--- src/rtl/imu_serial_frame_parser_core_defines.svh ---
// Assertion macros shared by the frame parser modules.
`ifndef IMU_SERIAL_FRAME_PARSER_CORE_DEFINES_SVH
`define IMU_SERIAL_FRAME_PARSER_CORE_DEFINES_SVH

`ifndef NO_ASSERTIONS
`define ISFP_ASSERT(lbl, prop, msg) \
    lbl: assert property (@(posedge i_clk) disable iff (!i_rst_n) prop) else $error(msg);
`define ISFP_ASSERT_ALWAYS(lbl, prop, msg) \
    lbl: assert property (@(posedge i_clk) prop) else $error(msg);
`else
`define ISFP_ASSERT(lbl, prop, msg)
`define ISFP_ASSERT_ALWAYS(lbl, prop, msg)
`endif

`endif

--- src/rtl/isfp_pkg.sv ---
// Types and constants of the serial frame parser.
`timescale 1ns / 1ps
`default_nettype none

package isfp_pkg;

    localparam logic [7:0] HDR_BYTE  = 8'h55;
    localparam logic [7:0] TYPE_YAW  = 8'h53;
    localparam logic [7:0] TYPE_RATE = 8'h52;

    localparam logic [3:0] POS_HUNT      = 4'd0;
    localparam logic [3:0] POS_TYPE      = 4'd1;
    localparam logic [3:0] POS_PAY_FIRST = 4'd4;
    localparam logic [3:0] POS_PAY_LAST  = 4'd7;
    localparam logic [3:0] POS_CHECK     = 4'd10;

    localparam logic KIND_YAW  = 1'b0;
    localparam logic KIND_RATE = 1'b1;

    typedef struct packed {
        logic [7:0] rx_byte;
        logic       line_error;
    } t_in;

    typedef struct packed {
        logic               frame_kind;
        logic signed [15:0] yaw_raw;
        logic signed [15:0] rate_y_raw;
        logic signed [15:0] rate_z_raw;
        logic [31:0]        yaw_frames;
    } t_out;

    typedef struct packed {
        logic        commit;
        logic        kind;
        logic [15:0] word_a;
        logic [15:0] word_b;
    } t_frame_evt;

endpackage

`default_nettype wire

--- src/rtl/isfp_in_if.sv ---
// Byte channel into the frame parser.
`timescale 1ns / 1ps
`default_nettype none

interface isfp_in_if;
    logic           valid;
    logic           ready;
    isfp_pkg::t_in  payload;

    modport source (output valid, output payload, input ready);
    modport sink (input valid, input payload, output ready);
endinterface

`default_nettype wire

--- src/rtl/isfp_out_if.sv ---
// Result channel out of the frame parser.
`timescale 1ns / 1ps
`default_nettype none

interface isfp_out_if;
    logic           valid;
    logic           ready;
    isfp_pkg::t_out payload;

    modport source (output valid, output payload, input ready);
    modport sink (input valid, input payload, output ready);
endinterface

`default_nettype wire

--- src/rtl/imu_serial_frame_parser_core.sv ---
// Top level of the serial frame parser for an inertial sensor.
//
// The parser takes one received byte per transfer and can accept a byte in every clock
// cycle. Each byte is captured in an input register and is worked through the frame
// assembler from there; when it completes a frame whose checksum matches, the held
// yaw or y and z rates are updated and one result transfer, carrying every held value and
// the yaw frame count, is presented from the result register in the following cycle. The
// result register is the only stage that can stall the byte stream: the checksum byte of
// a good frame waits in the input register until the previous result has been taken, and
// all other bytes pass at one per cycle regardless.
// Bad frames, unknown frame types and bytes flagged with a line error produce no result.
`timescale 1ns / 1ps
`default_nettype none

module imu_serial_frame_parser_core (
    input  wire          i_clk,
    input  wire          i_rst_n,
    isfp_in_if.sink      i_in,
    isfp_out_if.source   o_out
);

    isfp_pkg::t_frame_evt evt;
    logic                 out_free;

    isfp_assembler u_assembler (
        .i_clk      (i_clk),
        .i_rst_n    (i_rst_n),
        .i_in       (i_in),
        .i_out_free (out_free),
        .o_evt      (evt)
    );

    isfp_holder u_holder (
        .i_clk      (i_clk),
        .i_rst_n    (i_rst_n),
        .i_evt      (evt),
        .o_out_free (out_free),
        .o_out      (o_out)
    );

endmodule

`default_nettype wire

--- src/rtl/isfp_assembler.sv ---
// Input register and frame assembler with checksum check.
`timescale 1ns / 1ps
`default_nettype none
`include "imu_serial_frame_parser_core_defines.svh"

module isfp_assembler (
    input  wire                    i_clk,
    input  wire                    i_rst_n,
    isfp_in_if.sink                i_in,
    input  wire                    i_out_free,
    output isfp_pkg::t_frame_evt   o_evt
);

    logic             r_s1_valid;
    isfp_pkg::t_in    r_in;
    logic [3:0]       r_pos;
    logic [3:0]       n_pos;
    logic [7:0]       r_sum;
    logic [7:0]       n_sum;
    logic             r_type;
    logic             n_type;
    logic [7:0]       r_payload [4];
    logic [7:0]       n_payload [4];
    logic             frame_ok;
    logic             advance;

    always_comb begin
        n_pos     = r_pos;
        n_sum     = r_sum;
        n_type    = r_type;
        n_payload = r_payload;
        frame_ok  = 1'b0;
        if (r_in.line_error) begin
            n_pos = isfp_pkg::POS_HUNT;
            n_sum = '0;
        end else if (r_pos == isfp_pkg::POS_HUNT || r_pos > isfp_pkg::POS_CHECK) begin
            if (r_in.rx_byte == isfp_pkg::HDR_BYTE) begin
                n_pos = isfp_pkg::POS_TYPE;
                n_sum = isfp_pkg::HDR_BYTE;
            end else begin
                n_pos = isfp_pkg::POS_HUNT;
            end
        end else if (r_pos == isfp_pkg::POS_TYPE) begin
            if (r_in.rx_byte == isfp_pkg::TYPE_YAW || r_in.rx_byte == isfp_pkg::TYPE_RATE) begin
                n_type = (r_in.rx_byte == isfp_pkg::TYPE_RATE) ? isfp_pkg::KIND_RATE
                                                               : isfp_pkg::KIND_YAW;
                n_sum  = 8'(r_sum + r_in.rx_byte);
                n_pos  = 4'(r_pos + 4'd1);
            end else if (r_in.rx_byte == isfp_pkg::HDR_BYTE) begin
                n_pos = isfp_pkg::POS_TYPE;
                n_sum = isfp_pkg::HDR_BYTE;
            end else begin
                n_pos = isfp_pkg::POS_HUNT;
            end
        end else if (r_pos < isfp_pkg::POS_CHECK) begin
            n_sum = 8'(r_sum + r_in.rx_byte);
            if (r_pos >= isfp_pkg::POS_PAY_FIRST && r_pos <= isfp_pkg::POS_PAY_LAST) begin
                n_payload[r_pos[1:0]] = r_in.rx_byte;
            end
            n_pos = 4'(r_pos + 4'd1);
        end else begin
            n_pos    = isfp_pkg::POS_HUNT;
            n_sum    = '0;
            frame_ok = r_s1_valid && (r_sum == r_in.rx_byte);
        end
    end

    // A good frame may only leave when the result register can take it.
    assign advance    = r_s1_valid && (!frame_ok || i_out_free);
    assign i_in.ready = !r_s1_valid || advance;

    assign o_evt.commit = frame_ok && advance;
    assign o_evt.kind   = r_type;
    assign o_evt.word_a = {r_payload[1], r_payload[0]};
    assign o_evt.word_b = {r_payload[3], r_payload[2]};

    always_ff @(posedge i_clk) begin
        if (!i_rst_n) begin
            r_s1_valid <= 1'b0;
            r_pos      <= isfp_pkg::POS_HUNT;
            r_sum      <= '0;
        end else begin
            if (i_in.valid && i_in.ready) begin
                r_s1_valid <= 1'b1;
            end else if (advance) begin
                r_s1_valid <= 1'b0;
            end
            if (advance) begin
                r_pos <= n_pos;
                r_sum <= n_sum;
            end
        end
    end

    always_ff @(posedge i_clk) begin
        if (i_in.valid && i_in.ready) begin
            r_in <= i_in.payload;
        end
        if (advance) begin
            r_type    <= n_type;
            r_payload <= n_payload;
        end
    end

    `ISFP_ASSERT(a_pos_in_range, r_pos <= isfp_pkg::POS_CHECK, "Byte position out of range.")
    `ISFP_ASSERT(a_commit_at_check, o_evt.commit |-> r_pos == isfp_pkg::POS_CHECK && i_out_free, "Frame committed outside the checksum byte or into a full result register.")
    `ISFP_ASSERT(a_error_clears, (advance && r_in.line_error) |=> r_pos == isfp_pkg::POS_HUNT && r_sum == 8'd0, "Line error did not reset assembly.")
    `ISFP_ASSERT(a_stall_holds_state, (r_s1_valid && !advance) |=> $stable(r_pos) && $stable(r_sum), "Assembly state moved while stalled.")

endmodule

`default_nettype wire

--- src/rtl/isfp_holder.sv ---
// Held sensor values, yaw frame counter and result register.
`timescale 1ns / 1ps
`default_nettype none
`include "imu_serial_frame_parser_core_defines.svh"

module isfp_holder (
    input  wire                    i_clk,
    input  wire                    i_rst_n,
    input  isfp_pkg::t_frame_evt   i_evt,
    output logic                   o_out_free,
    isfp_out_if.source             o_out
);

    logic           r_out_valid;
    isfp_pkg::t_out r_out;
    logic [15:0]    r_yaw;
    logic [15:0]    n_yaw;
    logic [15:0]    r_rate_y;
    logic [15:0]    n_rate_y;
    logic [15:0]    r_rate_z;
    logic [15:0]    n_rate_z;
    logic [31:0]    r_count;
    logic [31:0]    n_count;

    always_comb begin
        n_yaw    = r_yaw;
        n_rate_y = r_rate_y;
        n_rate_z = r_rate_z;
        n_count  = r_count;
        if (i_evt.commit) begin
            if (i_evt.kind == isfp_pkg::KIND_YAW) begin
                n_yaw   = i_evt.word_b;
                n_count = 32'(r_count + 32'd1);
            end else begin
                n_rate_y = i_evt.word_a;
                n_rate_z = i_evt.word_b;
            end
        end
    end

    assign o_out_free    = !r_out_valid || o_out.ready;
    assign o_out.valid   = r_out_valid;
    assign o_out.payload = r_out;

    always_ff @(posedge i_clk) begin
        if (!i_rst_n) begin
            r_out_valid <= 1'b0;
            r_yaw       <= '0;
            r_rate_y    <= '0;
            r_rate_z    <= '0;
            r_count     <= '0;
        end else begin
            if (i_evt.commit) begin
                r_out_valid <= 1'b1;
            end else if (o_out.ready) begin
                r_out_valid <= 1'b0;
            end
            r_yaw    <= n_yaw;
            r_rate_y <= n_rate_y;
            r_rate_z <= n_rate_z;
            r_count  <= n_count;
        end
    end

    always_ff @(posedge i_clk) begin
        if (i_evt.commit) begin
            r_out.frame_kind <= i_evt.kind;
            r_out.yaw_raw    <= $signed(n_yaw);
            r_out.rate_y_raw <= $signed(n_rate_y);
            r_out.rate_z_raw <= $signed(n_rate_z);
            r_out.yaw_frames <= n_count;
        end
    end

    `ISFP_ASSERT(a_commit_fills, i_evt.commit |=> r_out_valid, "Committed frame did not reach the result register.")
    `ISFP_ASSERT(a_yaw_counts, (i_evt.commit && i_evt.kind == isfp_pkg::KIND_YAW) |=> r_count == 32'($past(r_count) + 32'd1), "Yaw frame not counted.")
    `ISFP_ASSERT(a_rate_no_count, (i_evt.commit && i_evt.kind == isfp_pkg::KIND_RATE) |=> $stable(r_count) && $stable(r_yaw), "Rate frame touched yaw state.")
    `ISFP_ASSERT(a_idle_holds, !i_evt.commit |=> $stable(r_count) && $stable(r_rate_y) && $stable(r_rate_z), "Held values moved without a frame.")

endmodule

`default_nettype wire
--- src/flat_wrapper.sv ---
// flat-port wrapper written by rule: the top's interface ports become plain ports
module imu_serial_frame_parser_core_flat 
  (i_clk, i_rst_n, i_in_valid, i_in_payload, i_in_ready, o_out_valid, o_out_payload, o_out_ready);
  isfp_in_if i_in_i ();
  isfp_out_if o_out_i ();
  input  wire i_clk;
  input  wire i_rst_n;
  input wire logic [$bits(i_in_i.valid)-1:0] i_in_valid;
  input wire logic [$bits(i_in_i.payload)-1:0] i_in_payload;
  output wire logic [$bits(i_in_i.ready)-1:0] i_in_ready;
  output wire logic [$bits(o_out_i.valid)-1:0] o_out_valid;
  output wire logic [$bits(o_out_i.payload)-1:0] o_out_payload;
  input wire logic [$bits(o_out_i.ready)-1:0] o_out_ready;
  assign i_in_i.valid = i_in_valid;
  assign i_in_i.payload = i_in_payload;
  assign i_in_ready = i_in_i.ready;
  assign o_out_valid = o_out_i.valid;
  assign o_out_payload = o_out_i.payload;
  assign o_out_i.ready = o_out_ready;
  imu_serial_frame_parser_core u_core (.i_clk(i_clk), .i_rst_n(i_rst_n), .i_in(i_in_i), .o_out(o_out_i));
endmodule
--- config.mk ---
export PLATFORM = sky130hd
export DESIGN_NAME = imu_serial_frame_parser_core_flat
export DESIGN_NICKNAME = d
export VERILOG_FILES = /design/src/rtl/isfp_pkg.sv /design/src/rtl/isfp_in_if.sv /design/src/rtl/isfp_out_if.sv /design/src/rtl/imu_serial_frame_parser_core.sv /design/src/rtl/isfp_assembler.sv /design/src/rtl/isfp_holder.sv /design/src/flat_wrapper.sv
export VERILOG_INCLUDE_DIRS = /design/src /design/src/rtl
export SDC_FILE = /design/constraint.sdc
export NUM_CORES = 1
export LEC_CHECK = 0
export ABC_CLOCK_PERIOD_IN_PS = 11100
export BUFFER_PORTS_ARGS = -buffer_cell sky130_fd_sc_hd__buf_2
export CAP_MARGIN = 20
export CORE_MARGIN = 8
export CORE_UTILIZATION = 25
export DETAILED_ROUTE_END_ITERATION = 8
export SYNTH_ARGS = -nofsm -noshare
export SYNTH_HDL_FRONTEND = slang
export SYNTH_SLANG_ARGS = --single-unit
--- constraint.sdc ---
create_clock -name i_clk -period 11.1 [get_ports i_clk]
set_input_delay 1.665 -clock i_clk [delete_from_list [all_inputs] [get_ports i_clk]]
set_output_delay 1.665 -clock i_clk [all_outputs]
set_load 0.05 [all_outputs]
* Yosys cells after proc, flatten, opt, wreduce, memory -nomap -nowiden *
Index checks and enable logic that the tools add are counted.
Widths: inputs -> output; s select.

cells by class
  add/sub/neg operators = 3
  $lt $le $gt $ge = 6
  equality and inequality tests = 5
  mux-type cells = 32
  bitwise operators = 4
  reductions and logical operators = 19

operators by type and width
  cell                   number
  $mux 16                6
  $mux 32                2
  $mux 8                 7
  $add 32x1->32 const B  1
  $bwmux 32              1
  $eq 8x7->1 const B     3
  $mux 4                 5
  $demux 8 s2            1
  $mux 1                 10
  $add 8x8->8            1
  $eq 8x8->1             1
  $logic_and 1x1->1      6
  $reduce_and 6->1       1
  $logic_or 1x1->1       5
  $reduce_and 5->1       1
  $add 4x1->4 const B    1
  $eq 4x1->1 const B     1
  $ge 4x3->1 const B     1
  $gt 4x4->1 const B     1
  $le 4x3->1 const B     1
  $logic_not 4->1        1
  $lt 4x4->1 const B     1
  $reduce_bool 2->1      2
  $ge 3x3->1 const B     1
  4 further kinds        8

storage, ports and cells
  register bits = 217
  bits of input ports = 13
  output and inout bits = 83
  logic and storage cells = 89

* Depth between registers and ports, before layout *
  depth after elaboration = 12
  mapped depth = 10
  depth with buffers taken out = 8

* Modules after synthesis *
Synthesis repeated with hierarchy kept, for this count alone.

unflattened totals
  cells, all modules = 626
  area, all modules = 8,584.5 um2

modules (own cells, without submodules)
  module          times used  cells an instance  area an instance (um2)  seq. area each (um2)
  isfp_holder     1           444                6,130.9                 4,053.9
  isfp_assembler  1           182                2,453.6                 1,521.5

* Worst setup path after synthesis *
Ideal clock, no wire load.

  kind = input to register
  from = input port o_out_ready
  to = register u_core.u_holder.r_out (netlist bit u_core.u_holder.o_out.payload[0]), enable pin
  setup time = 0.720 ns
  data arrival time = 9.573 ns
  required time = 10.380 ns
  path slack = 0.807 ns
  stages = 3
  buffers on the path = 0
  cells stage by stage = nand2b_1 -> nand2_1 -> nor4_1

RTL lines
  element             RTL line            RTL
  start: declaration  flat_wrapper.sv:13  input wire logic [$bits(o_out_i.ready)-1:0] o_out_ready;
  end: declaration    isfp_holder.sv:15   isfp_pkg::t_out r_out;

* Final worst setup path *
  from = input port o_out_ready
  to = output port i_in_ready

between the ends
  word-level cells in the longest chain between the ends = 4

RTL lines
  element            RTL line              RTL
  $logic_or 1x1->1   isfp_holder.sv:41     assign o_out_free = !r_out_valid || o_out.ready;
  $logic_or 1x1->1   isfp_assembler.sv:69  assign advance = r_s1_valid && (!frame_ok || i_out_free);
  $logic_and 1x1->1  isfp_assembler.sv:69
  $logic_or 1x1->1   isfp_assembler.sv:70  assign i_in.ready = !r_s1_valid || advance;
  end: declaration   flat_wrapper.sv:10    output wire logic [$bits(i_in_i.ready)-1:0] i_in_ready;

Every way passes these cells.

==> results_dict.tcl <==
set metrics [dict create \
    reg2reg_depth 8 \
    antenna_found_initial 2 \
    worst_slew_pin_slew_ns 0.841 \
    relSlewSlack 0.439 \
    drc 0 \
    antenna_cells 0 \
    worstPathArrival_ns 2.95 \
    hold_path_class "reg -> reg" \
    num_io_pins 96 \
    postSynth.asyncResetShare 0 \
    max-vdd-ir-drop_v 0.0000811 \
    wl_per_cell_um 14.6 \
    clockBufferDepth 3 \
    drv_slew 0 \
    port_buffers 95 \
    fillers 3420 \
    fmax_ghz 0.217 \
    setup_tns_ns 0 \
    ys_top_cells_by_count "123 x edfxtp_1, 94 x dfxtp_1, 81 x nand2_1, 59 x and2_1, 28 x xnor2_1" \
    synth_most_common_cell "edfxtp_1" \
    cts_resized 0 \
    ys_types 50 \
    crit_chain "buf_2, nand2b_1, nor4_1, inv_1, buf_2" \
    synth_top_area_share 0.442 \
    power_density_nw_per_um2 159 \
    leakagePower_nw 3.58 \
    synth_area_leaders "edfxtp_1 44%, dfxtp_1 23%, and2_1 4.4%" \
    placed_cell_area_sq_um 9350 \
    hold_depth 2 \
    status "finished, final reports clean" \
    fin_crit_sh 0.416 \
    cap_violations 0 \
    cts.htree.levels 1 \
    drt_pass1_iterations 4 \
    cpPeakStageDelay_ns 0.57 \
    start_kind "input port" \
    syn-mean-instance-area_sq_um 12.9 \
    postCtsSetupRepairBufs 0 \
    syn2layout_area_growth_pct 20.3 \
    synth_edf_count 123 \
    synth-seq-area-share 0.667 \
    fp.coreArea_sq_um 33200 \
    start_util 0.252 \
    clk_pin_slew_ns 0.06 \
    clk_latency_ns 0.53 \
    dpl.hpwl_um 12000 \
    num_rows 67 \
    cpMostUsedCell "buf_2" \
    grt_max_degree 79 \
    nNetsFinal 776 \
    synthFlopType "edfxtp_1" \
    cts_sinks 217 \
    die_area_sq_um 39500 \
    synth-seq-cells 217 \
    yosysWarnings 0 \
    cp_max_fo 4 \
    gr-total-overflow 0 \
    cts_tree "done" \
    required_ns 9.44 \
    vias_per_cell 4.13 \
    cts_hold_buffers 0 \
    drive_gt1_frac 0.220 \
    critPathKind "in -> out" \
    cts_made_buffers 23 \
    grt_usage 0.0887 \
    setup_viol_count_final 0 \
    die_w_um 199 \
    grt_pass1_vias 5009 \
    slowest_stage "nor4_1" \
    die_height_um 199 \
    grt_pass1_wl_um 28000 \
    crit_path_end_kind "primary output" \
    drt-initial-drc-count 246 \
    rsz0062_at_grt "no" \
    syn_nets 675 \
    clockRootBuffer "clkbuf_16" \
    post-route-min-period_ns 4.62 \
    syn_area_sq_um 8360 \
    syn_inst 649 \
    yosysTopAreaCell "edfxtp_1" \
    drt-total-wl_um 17700 \
    design_area_sq_um 10100 \
    hold_violations 0 \
    gp_congestion 0.795 \
    dr_total_vias 5018 \
    holdWs_ns 0.458 \
    finClkSkew_ns 0.0213 \
    ant_nets 0 \
]
[metal layers]
metal  track usage  routed length (um)
met4        0.0310                 448
met3        0.0188                 947
met1         0.117                8190
met5             0                  22
met2         0.143                8130
[cell families after synthesis]
kind of cell | after synthesis | synth area share
buf+inv | 38 | 0.0183
simple gates | 251 | 0.164
compound gates | 49 | 0.0344
fa+ha+maj | 13 | 0.0204
mux | 42 | 0.0551
xor+xnor | 39 | 0.0409
flops | 217 | 0.667
[sequential cells by signal, summed over array words and instances (netlist names)]
name                           count
u_core.u_assembler.o_evt          32
u_core.u_holder.r_rate_y          16
u_core.u_assembler.r_sum           8
u_core.u_holder.r_rate_z          16
u_core.u_assembler.r_type          1
u_core.u_assembler.r_s1_valid      1
u_core.u_assembler.r_in            9
u_core.u_holder.r_yaw             16
u_core.u_holder.r_count           32
u_core.u_holder.o_out.payload     81
u_core.u_holder.o_out.valid        1
u_core.u_assembler.r_pos           4
[per-stage QoR]
step | utilization | instances | setup WS (ns) | power (mW)
after global routing | 0.303 | 1215 | 6.39 | 1.66
after CTS | 0.303 | 1215 | 6.46 | 1.62
final | 0.303 | 1215 | 6.48 | 1.59
after global placement | 0.282 | 1173 | 6.51 | 0.895
after detailed placement | 0.282 | 1173 | 6.46 | 0.895
after floorplan | - | 649 | 0.807 | 0.883
[cell usage in the layout (no fill, tap or decap), drive strengths merged, types with 2 or more instances in the layout]
cell type,n
a21oi,26
a31oi,2
and2,59
and3,12
and4b,2
buf,102
clkbuf,33
clkinv,5
dfxtp,94
edfxtp,123
ha,12
inv,15
mux2,32
mux2i,10
nand2,81
nand2b,11
nand3,20
nand4,11
nor2,23
nor2b,3
nor3,10
nor4,7
nor4b,2
o211ai,3
o21a,2
o21ai,6
o22ai,4
or2,2
or3,3
or4,2
xnor2,28
xor2,11
[critical path: cells and delay by family]
family	cells	cell delay, ns
buf+inv	3	0.50
simple gates	2	0.78
[report_power, final]
| group | switching [mW] | leakage (nW) | internal (mW) |
|---|---|---|---|
| Combinational | 0.0148 | 1.53 | 0.00725 |
| Clock | 0.315 | 0.343 | 0.402 |
| Sequential | 0.00806 | 1.71 | 0.847 |
[final cells by class]
type | instances | area [sq um] | share of cell area
Inverter | 12 | 45.0 | 0.00448
Clock inverter | 9 | 68.8 | 0.00684
Clock buffer | 33 | 633 | 0.0630
Tap cell | 448 | 561 | 0.0557
Multi-Input combinational cell | 394 | 2640 | 0.263
Timing Repair Buffer | 102 | 528 | 0.0525
Sequential cell | 217 | 5580 | 0.555
[final timing paths]
check	start	to	slack [ns]
setup / recovery	o_out_ready	i_in_ready	6.48
hold / removal	u_core.u_holder.r_yaw[10]	u_core.u_holder.r_yaw[10]	0.46
setup reg to reg	u_core.u_assembler.r_in[3]	u_core.u_holder.o_out.payload[27]	7.85
hold reg to reg	u_core.u_holder.r_yaw[10]	u_core.u_holder.r_yaw[10]	0.46
(Power assumes the default switching activity.)
